File: src/rtl/core/atpd_pkg.sv
package atpd_pkg;

	localparam int BLOCK_LEN_DEF = 16;
	localparam int CODE_BITS_DEF = 4;

	localparam int CODE_W     = 4;
	localparam int CODE_MAX_W = 8;
	localparam int BYTE_W     = 8;
	localparam int HDR_W      = 6;
	localparam int SHIFT_W    = 4;
	localparam int TYPE_W     = 2;
	localparam int NUM_TYPES  = 4;
	localparam int COEF_W     = 18;
	localparam int Q_SHIFT    = 16;
	localparam int DATA_W     = 32;
	localparam int SAMPLE_W   = 16;
	localparam int FIFO_DEPTH = 2;

	localparam int CFG_IDX_W = 4;
	localparam logic [CFG_IDX_W-1:0] CFG_COEF_A0  = 4'd0;
	localparam logic [CFG_IDX_W-1:0] CFG_COEF_B0  = 4'd4;
	localparam logic [CFG_IDX_W-1:0] CFG_NUM_REGS = 4'd8;

	localparam logic OP_START  = 1'b0;
	localparam logic OP_SAMPLE = 1'b1;

	localparam logic signed [DATA_W-1:0] SAT_MAX = 32'sd32767;
	localparam logic signed [DATA_W-1:0] SAT_MIN = -32'sd32768;

	// One classified word handed from the front end to the execution back end.
	typedef struct packed {
		logic                is_start;
		logic [SAMPLE_W-1:0] init;
		logic [DATA_W-1:0]   resid;
		logic [TYPE_W-1:0]   ptype;
	} cmd_t;

endpackage

File: src/rtl/core/atpd_front.sv
module atpd_front #(
	parameter int BLOCK_LEN = atpd_pkg::BLOCK_LEN_DEF,
	parameter int CODE_BITS = atpd_pkg::CODE_BITS_DEF
) (
	input  logic                          clk,
	input  logic                          arst_n,
	input  logic                          in_valid,
	output logic                          in_stall,
	input  logic                          op,
	input  logic [atpd_pkg::BYTE_W-1:0]   initial_byte,
	input  logic [atpd_pkg::HDR_W-1:0]    block_header,
	input  logic [atpd_pkg::CODE_W-1:0]   code,
	input  logic                          full,
	output logic                          push,
	output atpd_pkg::cmd_t                cmd
);

	localparam int CNT_W = (BLOCK_LEN > 1) ? $clog2(BLOCK_LEN) : 1;

	logic [CNT_W-1:0]                    cnt_q;
	logic [atpd_pkg::SHIFT_W-1:0]        shift_q;
	logic [atpd_pkg::TYPE_W-1:0]         type_q;
	logic                                blk_start;
	logic [atpd_pkg::SHIFT_W-1:0]        shift_now;
	logic [atpd_pkg::TYPE_W-1:0]         type_now;
	logic [atpd_pkg::CODE_MAX_W-1:0]     code_ext;
	logic signed [CODE_BITS-1:0]         code_trim;
	logic [atpd_pkg::DATA_W-1:0]         resid_base;

	assign in_stall = full;
	assign push     = in_valid && !full;

	always_comb begin
		blk_start  = (cnt_q == '0);
		shift_now  = blk_start ? block_header[atpd_pkg::SHIFT_W-1:0] : shift_q;
		type_now   = blk_start ? block_header[atpd_pkg::HDR_W-1:atpd_pkg::SHIFT_W] : type_q;
		code_ext   = atpd_pkg::CODE_MAX_W'(code);
		code_trim  = code_ext[CODE_BITS-1:0];
		resid_base = atpd_pkg::DATA_W'(code_trim);

		cmd.is_start = (op == atpd_pkg::OP_START);
		cmd.init     = {initial_byte, {(atpd_pkg::SAMPLE_W - atpd_pkg::BYTE_W){1'b0}}};
		cmd.resid    = resid_base << shift_now;
		cmd.ptype    = type_now;
	end

	// Block countdown and the latched header live here, ahead of the queue.
	always_ff @(posedge clk or negedge arst_n) begin
		if (!arst_n) begin
			cnt_q   <= '0;
			shift_q <= '0;
			type_q  <= '0;
		end else if (push) begin
			if (op == atpd_pkg::OP_START) begin
				cnt_q <= '0;
			end else begin
				shift_q <= shift_now;
				type_q  <= type_now;
				cnt_q   <= blk_start ? CNT_W'(BLOCK_LEN - 1) : cnt_q - 1'b1;
			end
		end
	end

endmodule

File: src/rtl/core/atpd_fifo.sv
module atpd_fifo (
	input  logic           clk,
	input  logic           arst_n,
	input  logic           push,
	input  atpd_pkg::cmd_t wdata,
	input  logic           pop,
	output atpd_pkg::cmd_t rdata,
	output logic           full,
	output logic           empty
);

	localparam int PTR_W = (atpd_pkg::FIFO_DEPTH > 1) ? $clog2(atpd_pkg::FIFO_DEPTH) : 1;
	localparam int CNT_W = $clog2(atpd_pkg::FIFO_DEPTH + 1);

	atpd_pkg::cmd_t   mem_q [atpd_pkg::FIFO_DEPTH];
	logic [PTR_W-1:0] wr_ptr_q;
	logic [PTR_W-1:0] rd_ptr_q;
	logic [CNT_W-1:0] count_q;

	assign full  = (count_q == CNT_W'(atpd_pkg::FIFO_DEPTH));
	assign empty = (count_q == '0);
	assign rdata = mem_q[rd_ptr_q];

	always_ff @(posedge clk) begin
		if (push) begin
			mem_q[wr_ptr_q] <= wdata;
		end
	end

	always_ff @(posedge clk or negedge arst_n) begin
		if (!arst_n) begin
			wr_ptr_q <= '0;
			rd_ptr_q <= '0;
			count_q  <= '0;
		end else begin
			if (push) begin
				wr_ptr_q <= (wr_ptr_q == PTR_W'(atpd_pkg::FIFO_DEPTH - 1)) ? '0 : wr_ptr_q + 1'b1;
			end
			if (pop) begin
				rd_ptr_q <= (rd_ptr_q == PTR_W'(atpd_pkg::FIFO_DEPTH - 1)) ? '0 : rd_ptr_q + 1'b1;
			end
			if (push && !pop) begin
				count_q <= count_q + 1'b1;
			end else if (pop && !push) begin
				count_q <= count_q - 1'b1;
			end
		end
	end

endmodule

File: src/rtl/core/atpd_back.sv
module atpd_back (
	input  logic                              clk,
	input  logic                              arst_n,
	input  logic                              cfg_we,
	input  logic [atpd_pkg::CFG_IDX_W-1:0]    cfg_index,
	input  logic [atpd_pkg::COEF_W-1:0]       cfg_data,
	input  logic                              empty,
	input  atpd_pkg::cmd_t                    cmd,
	output logic                              pop,
	output logic                              out_valid,
	input  logic                              out_stall,
	output logic signed [atpd_pkg::SAMPLE_W-1:0] sample_out
);

	localparam int PROD_W = atpd_pkg::DATA_W + atpd_pkg::COEF_W;

	logic [atpd_pkg::COEF_W-1:0]        coef_a_q [atpd_pkg::NUM_TYPES];
	logic [atpd_pkg::COEF_W-1:0]        coef_b_q [atpd_pkg::NUM_TYPES];
	logic signed [atpd_pkg::DATA_W-1:0] pd_q;
	logic signed [atpd_pkg::DATA_W-1:0] ppd_q;
	logic [atpd_pkg::DATA_W-1:0]        run_q;
	logic                               out_valid_q;
	logic signed [atpd_pkg::DATA_W-1:0] raw_q;

	logic signed [atpd_pkg::COEF_W-1:0] ca;
	logic signed [atpd_pkg::COEF_W-1:0] cb;
	logic signed [PROD_W-1:0]           pa;
	logic signed [PROD_W-1:0]           pb;
	logic signed [PROD_W:0]             psum;
	logic [atpd_pkg::DATA_W-1:0]        pred;
	logic [atpd_pkg::DATA_W-1:0]        delta;
	logic [atpd_pkg::DATA_W-1:0]        run_next;

	assign pop       = !empty && (cmd.is_start || !out_valid_q || !out_stall);
	assign out_valid = out_valid_q;

	always_comb begin
		ca       = coef_a_q[cmd.ptype];
		cb       = coef_b_q[cmd.ptype];
		pa       = pd_q * ca;
		pb       = ppd_q * cb;
		psum     = (PROD_W + 1)'(pa) + (PROD_W + 1)'(pb);
		pred     = psum[atpd_pkg::Q_SHIFT + atpd_pkg::DATA_W - 1:atpd_pkg::Q_SHIFT];
		delta    = cmd.resid + pred;
		run_next = run_q + delta;
	end

	always_comb begin
		priority if (raw_q < atpd_pkg::SAT_MIN) begin
			sample_out = atpd_pkg::SAMPLE_W'(atpd_pkg::SAT_MIN);
		end else if (raw_q > atpd_pkg::SAT_MAX) begin
			sample_out = atpd_pkg::SAMPLE_W'(atpd_pkg::SAT_MAX);
		end else begin
			sample_out = raw_q[atpd_pkg::SAMPLE_W-1:0];
		end
	end

	always_ff @(posedge clk or negedge arst_n) begin
		if (!arst_n) begin
			for (int i = 0; i < atpd_pkg::NUM_TYPES; i++) begin
				coef_a_q[i] <= '0;
				coef_b_q[i] <= '0;
			end
		end else if (cfg_we) begin
			priority if (cfg_index < atpd_pkg::CFG_COEF_B0) begin
				coef_a_q[atpd_pkg::TYPE_W'(cfg_index - atpd_pkg::CFG_COEF_A0)] <= cfg_data;
			end else if (cfg_index < atpd_pkg::CFG_NUM_REGS) begin
				coef_b_q[atpd_pkg::TYPE_W'(cfg_index - atpd_pkg::CFG_COEF_B0)] <= cfg_data;
			end else begin
				// Writes past the register list are dropped.
			end
		end
	end

	always_ff @(posedge clk or negedge arst_n) begin
		if (!arst_n) begin
			pd_q        <= '0;
			ppd_q       <= '0;
			run_q       <= '0;
			out_valid_q <= 1'b0;
		end else begin
			if (pop && cmd.is_start) begin
				pd_q  <= '0;
				ppd_q <= '0;
				run_q <= atpd_pkg::DATA_W'($signed(cmd.init));
			end else if (pop) begin
				ppd_q <= pd_q;
				pd_q  <= delta;
				run_q <= run_next;
			end
			if (pop && !cmd.is_start) begin
				out_valid_q <= 1'b1;
			end else if (!out_stall) begin
				out_valid_q <= 1'b0;
			end
		end
	end

	always_ff @(posedge clk) begin
		if (pop && !cmd.is_start) begin
			raw_q <= run_next;
		end
	end

endmodule

File: src/rtl/core/adpcm_two_tap_predictive_decoder_top.sv
// A sample word is written into the queue, then popped into the output register.
// Throughput: one word per cycle while out_stall is low; the back end's recursive two-tap
// multiply-add and accumulate loop has no register inside it.
// Reset: arst_n clears asynchronously the filter taps, running sample, block
// countdown, latched header, coefficients, queue and output valid.
module adpcm_two_tap_predictive_decoder_top #(
	parameter int BLOCK_LEN = atpd_pkg::BLOCK_LEN_DEF,
	parameter int CODE_BITS = atpd_pkg::CODE_BITS_DEF
) (
	input  logic                                 clk,
	input  logic                                 arst_n,
	input  logic                                 cfg_we,
	input  logic [atpd_pkg::CFG_IDX_W-1:0]       cfg_index,
	input  logic [atpd_pkg::COEF_W-1:0]          cfg_data,
	input  logic                                 in_valid,
	output logic                                 in_stall,
	input  logic                                 op,
	input  logic [atpd_pkg::BYTE_W-1:0]          initial_byte,
	input  logic [atpd_pkg::HDR_W-1:0]           block_header,
	input  logic [atpd_pkg::CODE_W-1:0]          code,
	output logic                                 out_valid,
	input  logic                                 out_stall,
	output logic signed [atpd_pkg::SAMPLE_W-1:0] sample_out
);

	// The front end classifies each input word: it runs the block countdown,
	// latches the shift and predictor type at block starts, and expands the
	// residual code. It needs none of the filter state, so it can run ahead.
	// The short queue between the two halves lets the input keep flowing
	// while a finished sample waits in the output register.

	atpd_pkg::cmd_t front_cmd;
	atpd_pkg::cmd_t head_cmd;
	logic           push;
	logic           pop;
	logic           full;
	logic           empty;

	atpd_front #(
		.BLOCK_LEN (BLOCK_LEN),
		.CODE_BITS (CODE_BITS)
	) u_front (
		.clk          (clk),
		.arst_n       (arst_n),
		.in_valid     (in_valid),
		.in_stall     (in_stall),
		.op           (op),
		.initial_byte (initial_byte),
		.block_header (block_header),
		.code         (code),
		.full         (full),
		.push         (push),
		.cmd          (front_cmd)
	);

	atpd_fifo u_fifo (
		.clk    (clk),
		.arst_n (arst_n),
		.push   (push),
		.wdata  (front_cmd),
		.pop    (pop),
		.rdata  (head_cmd),
		.full   (full),
		.empty  (empty)
	);

	// The back end holds the filter taps and running sample. A start word
	// reloads them without producing output; a sample word forms the Q16
	// prediction, updates the taps and registers the new running sample,
	// which is saturated to 16 bits on its way out.
	atpd_back u_back (
		.clk        (clk),
		.arst_n     (arst_n),
		.cfg_we     (cfg_we),
		.cfg_index  (cfg_index),
		.cfg_data   (cfg_data),
		.empty      (empty),
		.cmd        (head_cmd),
		.pop        (pop),
		.out_valid  (out_valid),
		.out_stall  (out_stall),
		.sample_out (sample_out)
	);

endmodule

File: config.mk
export PLATFORM = sky130hd
export DESIGN_NAME = adpcm_two_tap_predictive_decoder_top
export DESIGN_NICKNAME = d
export VERILOG_FILES = /design/src/rtl/core/atpd_pkg.sv /design/src/rtl/core/atpd_front.sv /design/src/rtl/core/atpd_fifo.sv /design/src/rtl/core/atpd_back.sv /design/src/rtl/core/adpcm_two_tap_predictive_decoder_top.sv
export SDC_FILE = /design/constraint.sdc
export NUM_CORES = 2
export LEC_CHECK = 0
export BUFFER_PORTS_ARGS = -buffer_cell sky130_fd_sc_hd__buf_2
export CAP_MARGIN = 20
export CORE_AREA = 4 4 354 356
export CTS_BUF_LIST = sky130_fd_sc_hd__clkbuf_16
export DETAILED_ROUTE_END_ITERATION = 10
export DIE_AREA = 0 0 358 360
export PLACE_DENSITY = 0.62
export SYNTH_ARGS = -nofsm -noshare
export SYNTH_HDL_FRONTEND = slang
export SYNTH_SLANG_ARGS = --single-unit
File: constraint.sdc
create_clock -name clk -period 18.1 [get_ports clk]
set_input_delay 3.62 -clock clk [delete_from_list [all_inputs] [get_ports clk]]
set_output_delay 3.62 -clock clk [all_outputs]
set_load 0.005 [all_outputs]
==> metrics.txt <==
first-pass GRT wire length 226500 um; Cell Area, Synth 54520 um2; Final #Nets 6735; Synth area leader fa_1; DR vias roughly 36000; Clock Path Buffers 3; Final Max Slew Viols 0; Yosys warning total 0; clock latency on the worst-skew pair 580 ps; total grt overflow 0; WL per Instance roughly 20 um; Slowest-stage cell, CP mux4_2; clock skew 38.37 ps; CTS sink count 347; DR iter-0 viols roughly 2300; Initial Util about 45%; Worst-Margin Slew 1126 ps; # resized after CTS 0; Worst setup EP type flop; slowest stage delay, CP 910 ps; share of the yosys chip area belonging to registers 16.77%; most common cell in the synthesized netlist fa_1; list of most frequent post-synthesis cells 1160 x fa_1, 1104 x inv_1, 817 x nand2_1; asr flop ratio synth 73.49%; CP Class reg2reg; Core ar. 121700 um2; CTS tree done; DIE WIDTH around 360 um; CP startpoint kind flop; max-cap viol count 0; Post-Layout Cell Count 6949; setup violators final 0; die area ~130000 um2; Die Ht 360 um; Critical Path RT about 19000 ps; post-cts hold buffer count 0; Filler Cells Inserted 11490; top post-synthesis cells by area fa_1 43%, dfrtp_1 12%, inv_1 7.6%; Setup Buffers After CTS 0; Slew headroom 24.96%; fin crit share between 70% and 80%; worst r2r src u_fifo.rd_ptr_q; Post-Synth XOR/XNOR Area 2.031%; Synth Net Count 6845; Buffers on Ports 63; Root Buffer clkbuf_16; dpl hpwl 113000 um; Final min period 14130 ps; Arrival @ worst endpoint about 15000 ps; Yosys top cell area share 42.60%; Pre-antenna DRT Iters 6; final setup TNS 0 ps; Inst Count DP 6871; vias per cell 5.216; post-synthesis mux area share 5.549%; Synth Area in Simple Gates 13.08%; GP Congestion 0.8998; I/O Pins 64; #FFs+latches synth 347; min-delay src u_back.ppd_q[16]; Crit Path Max Fanout 39; most used cell along the critical path fa_1; num rows between 100 and 150; CTS Buf Count 41; largest net degree at the start of global routing 130; Final ANT Viol Nets 0; Post-Synth Adder-Cell Area 48.10%; final hold vios 0; WL final 139300 um; synthesized area per cell 10.10 um2; GRT Util Overall about 22%; crit path from u_fifo.rd_ptr_q; H-tree level count 2; initial antenna violation count 8; number of distinct library cells after synthesis 71; CTS clk-pin slew, worst paths 60 ps; layout cells sized above 1 8.045%; Compound-Gate Fraction of Synth Area 4.859%; EDFF count, synth 92; outcome finished, final reports clean; Hold Path Class reg2reg; top_reg_cell synth dfrtp_1; vias in the first global route 39140; synthesized instance count 5399; largest family of logic cells by synthesized area adder cells; DRC viols 0; fmax 70.80 MHz; RSZ-0062 raised after global routing no; Area Overhead vs Synth 5.891%
metal layers:
metal  GRT usage (%)  routed length, um
met5               0                  0
met4           3.750               2233
met3           3.276               9598
met2           34.09              61890
met1           34.64              65590
flip-flops by register name, indices dropped and copies added, names as in the netlist:
register	cells
u_back.coef_b_q	72
u_back.out_valid	1
u_fifo.wr_ptr_q	1
u_front.cnt_q	4
u_back.pd_q	32
u_front.type_q	2
u_fifo.count_q	2
u_back.raw_q	32
u_fifo.rd_ptr_q	1
u_back.run_q	32
u_fifo.mem_q	60
u_back.ppd_q	32
u_back.coef_a_q	72
u_front.shift_q	4
path summary, 6_finish.rpt:
path	endpoint	slack, ps	depth (start not counted)
max	u_back.run_q[31]	3970	50
min	u_back.ppd_q[16]	490	2
max reg2reg	u_back.run_q[31]	3970	50
min reg2reg	u_back.ppd_q[16]	490	2
max in group asynchronous	u_back.ppd_q[7]	13660	2
min in group asynchronous	u_back.coef_b_q[36]	3150	1
cells by family (layout without fill, tap and decap cells):
logic type | count (synthesis) | after routing
xor+xnor | 124 | 124
simple gates | 1502 | 1502
buf+inv | 1391 | 1312
mux | 236 | 236
compound gates | 399 | 399
fa+ha+maj | 1400 | 1400
other cells | 0 | 4
flops | 347 | 347
layout make-up:
cell class | count | area (um2) | area share, %
multi-input combinational | 3661 | 40190 | 69.62
sequential | 347 | 9145 | 15.84
inverter | 1107 | 4155 | 7.198
tap | 1625 | 2033 | 3.522
clock buffer | 43 | 1076 | 1.864
timing repair buffer | 131 | 848.3 | 1.469
clock inverter | 31 | 270.3 | 0.4682
antenna | 4 | 10.01 | 0.01734
worst max-delay path, delay by kind of cell (launching register included):
kind / cells / cell delay [ps]
and+or+nand+nor: 10 / 1390
adders and majority gates: 12 / 5340
AOI/OAI and AO/OA: 16 / 4040
xor gates and xnor gates: 4 / 680
buffers and inverters: 6 / 900
DFF: 1 / 430
muxes: 2 / 1140
placed cells by master, fill, tap and decap left out, types with 9 or more instances in the layout:
cell	n
o21ai_0	97
o21bai_1	13
a221o_1	18
clkbuf_16	43
nand2b_1	49
nor2b_1	15
buf_2	62
mux2_2	174
nand3_1	21
a31oi_1	10
dfrtp_1	254
clkinv_1	9
buf_4	67
nand2_1	817
xor2_1	34
o21a_1	9
a211oi_1	9
o211ai_1	10
a21oi_1	85
a21o_1	64
edfxtp_1	92
mux4_2	33
and3_1	15
nand4_1	14
nor3_1	9
and2_1	437
xnor2_1	88
fa_1	1160
nor2_1	86
inv_1	1111
mux2i_1	24
a22o_1	30
ha_1	240
stage by stage:
stage | util (%) | hold WS, ps | worst slack [ps] | cell area [um2]
after floorplan | - | 449.2 | 5242 | 54520
after global placement | 46.31 | 463.5 | 4331 | 56370
after detailed placement | 46.31 | 476.3 | 4174 | 56370
after CTS | 47.42 | 489.0 | 4120 | 57720
after global routing | 47.43 | 507.9 | 3310 | 57730
final | 47.43 | 490.3 | 3975 | 57730
Power is not shown: default switching activity piles up to over one toggle a cycle in this logic, so the estimate is an artifact.
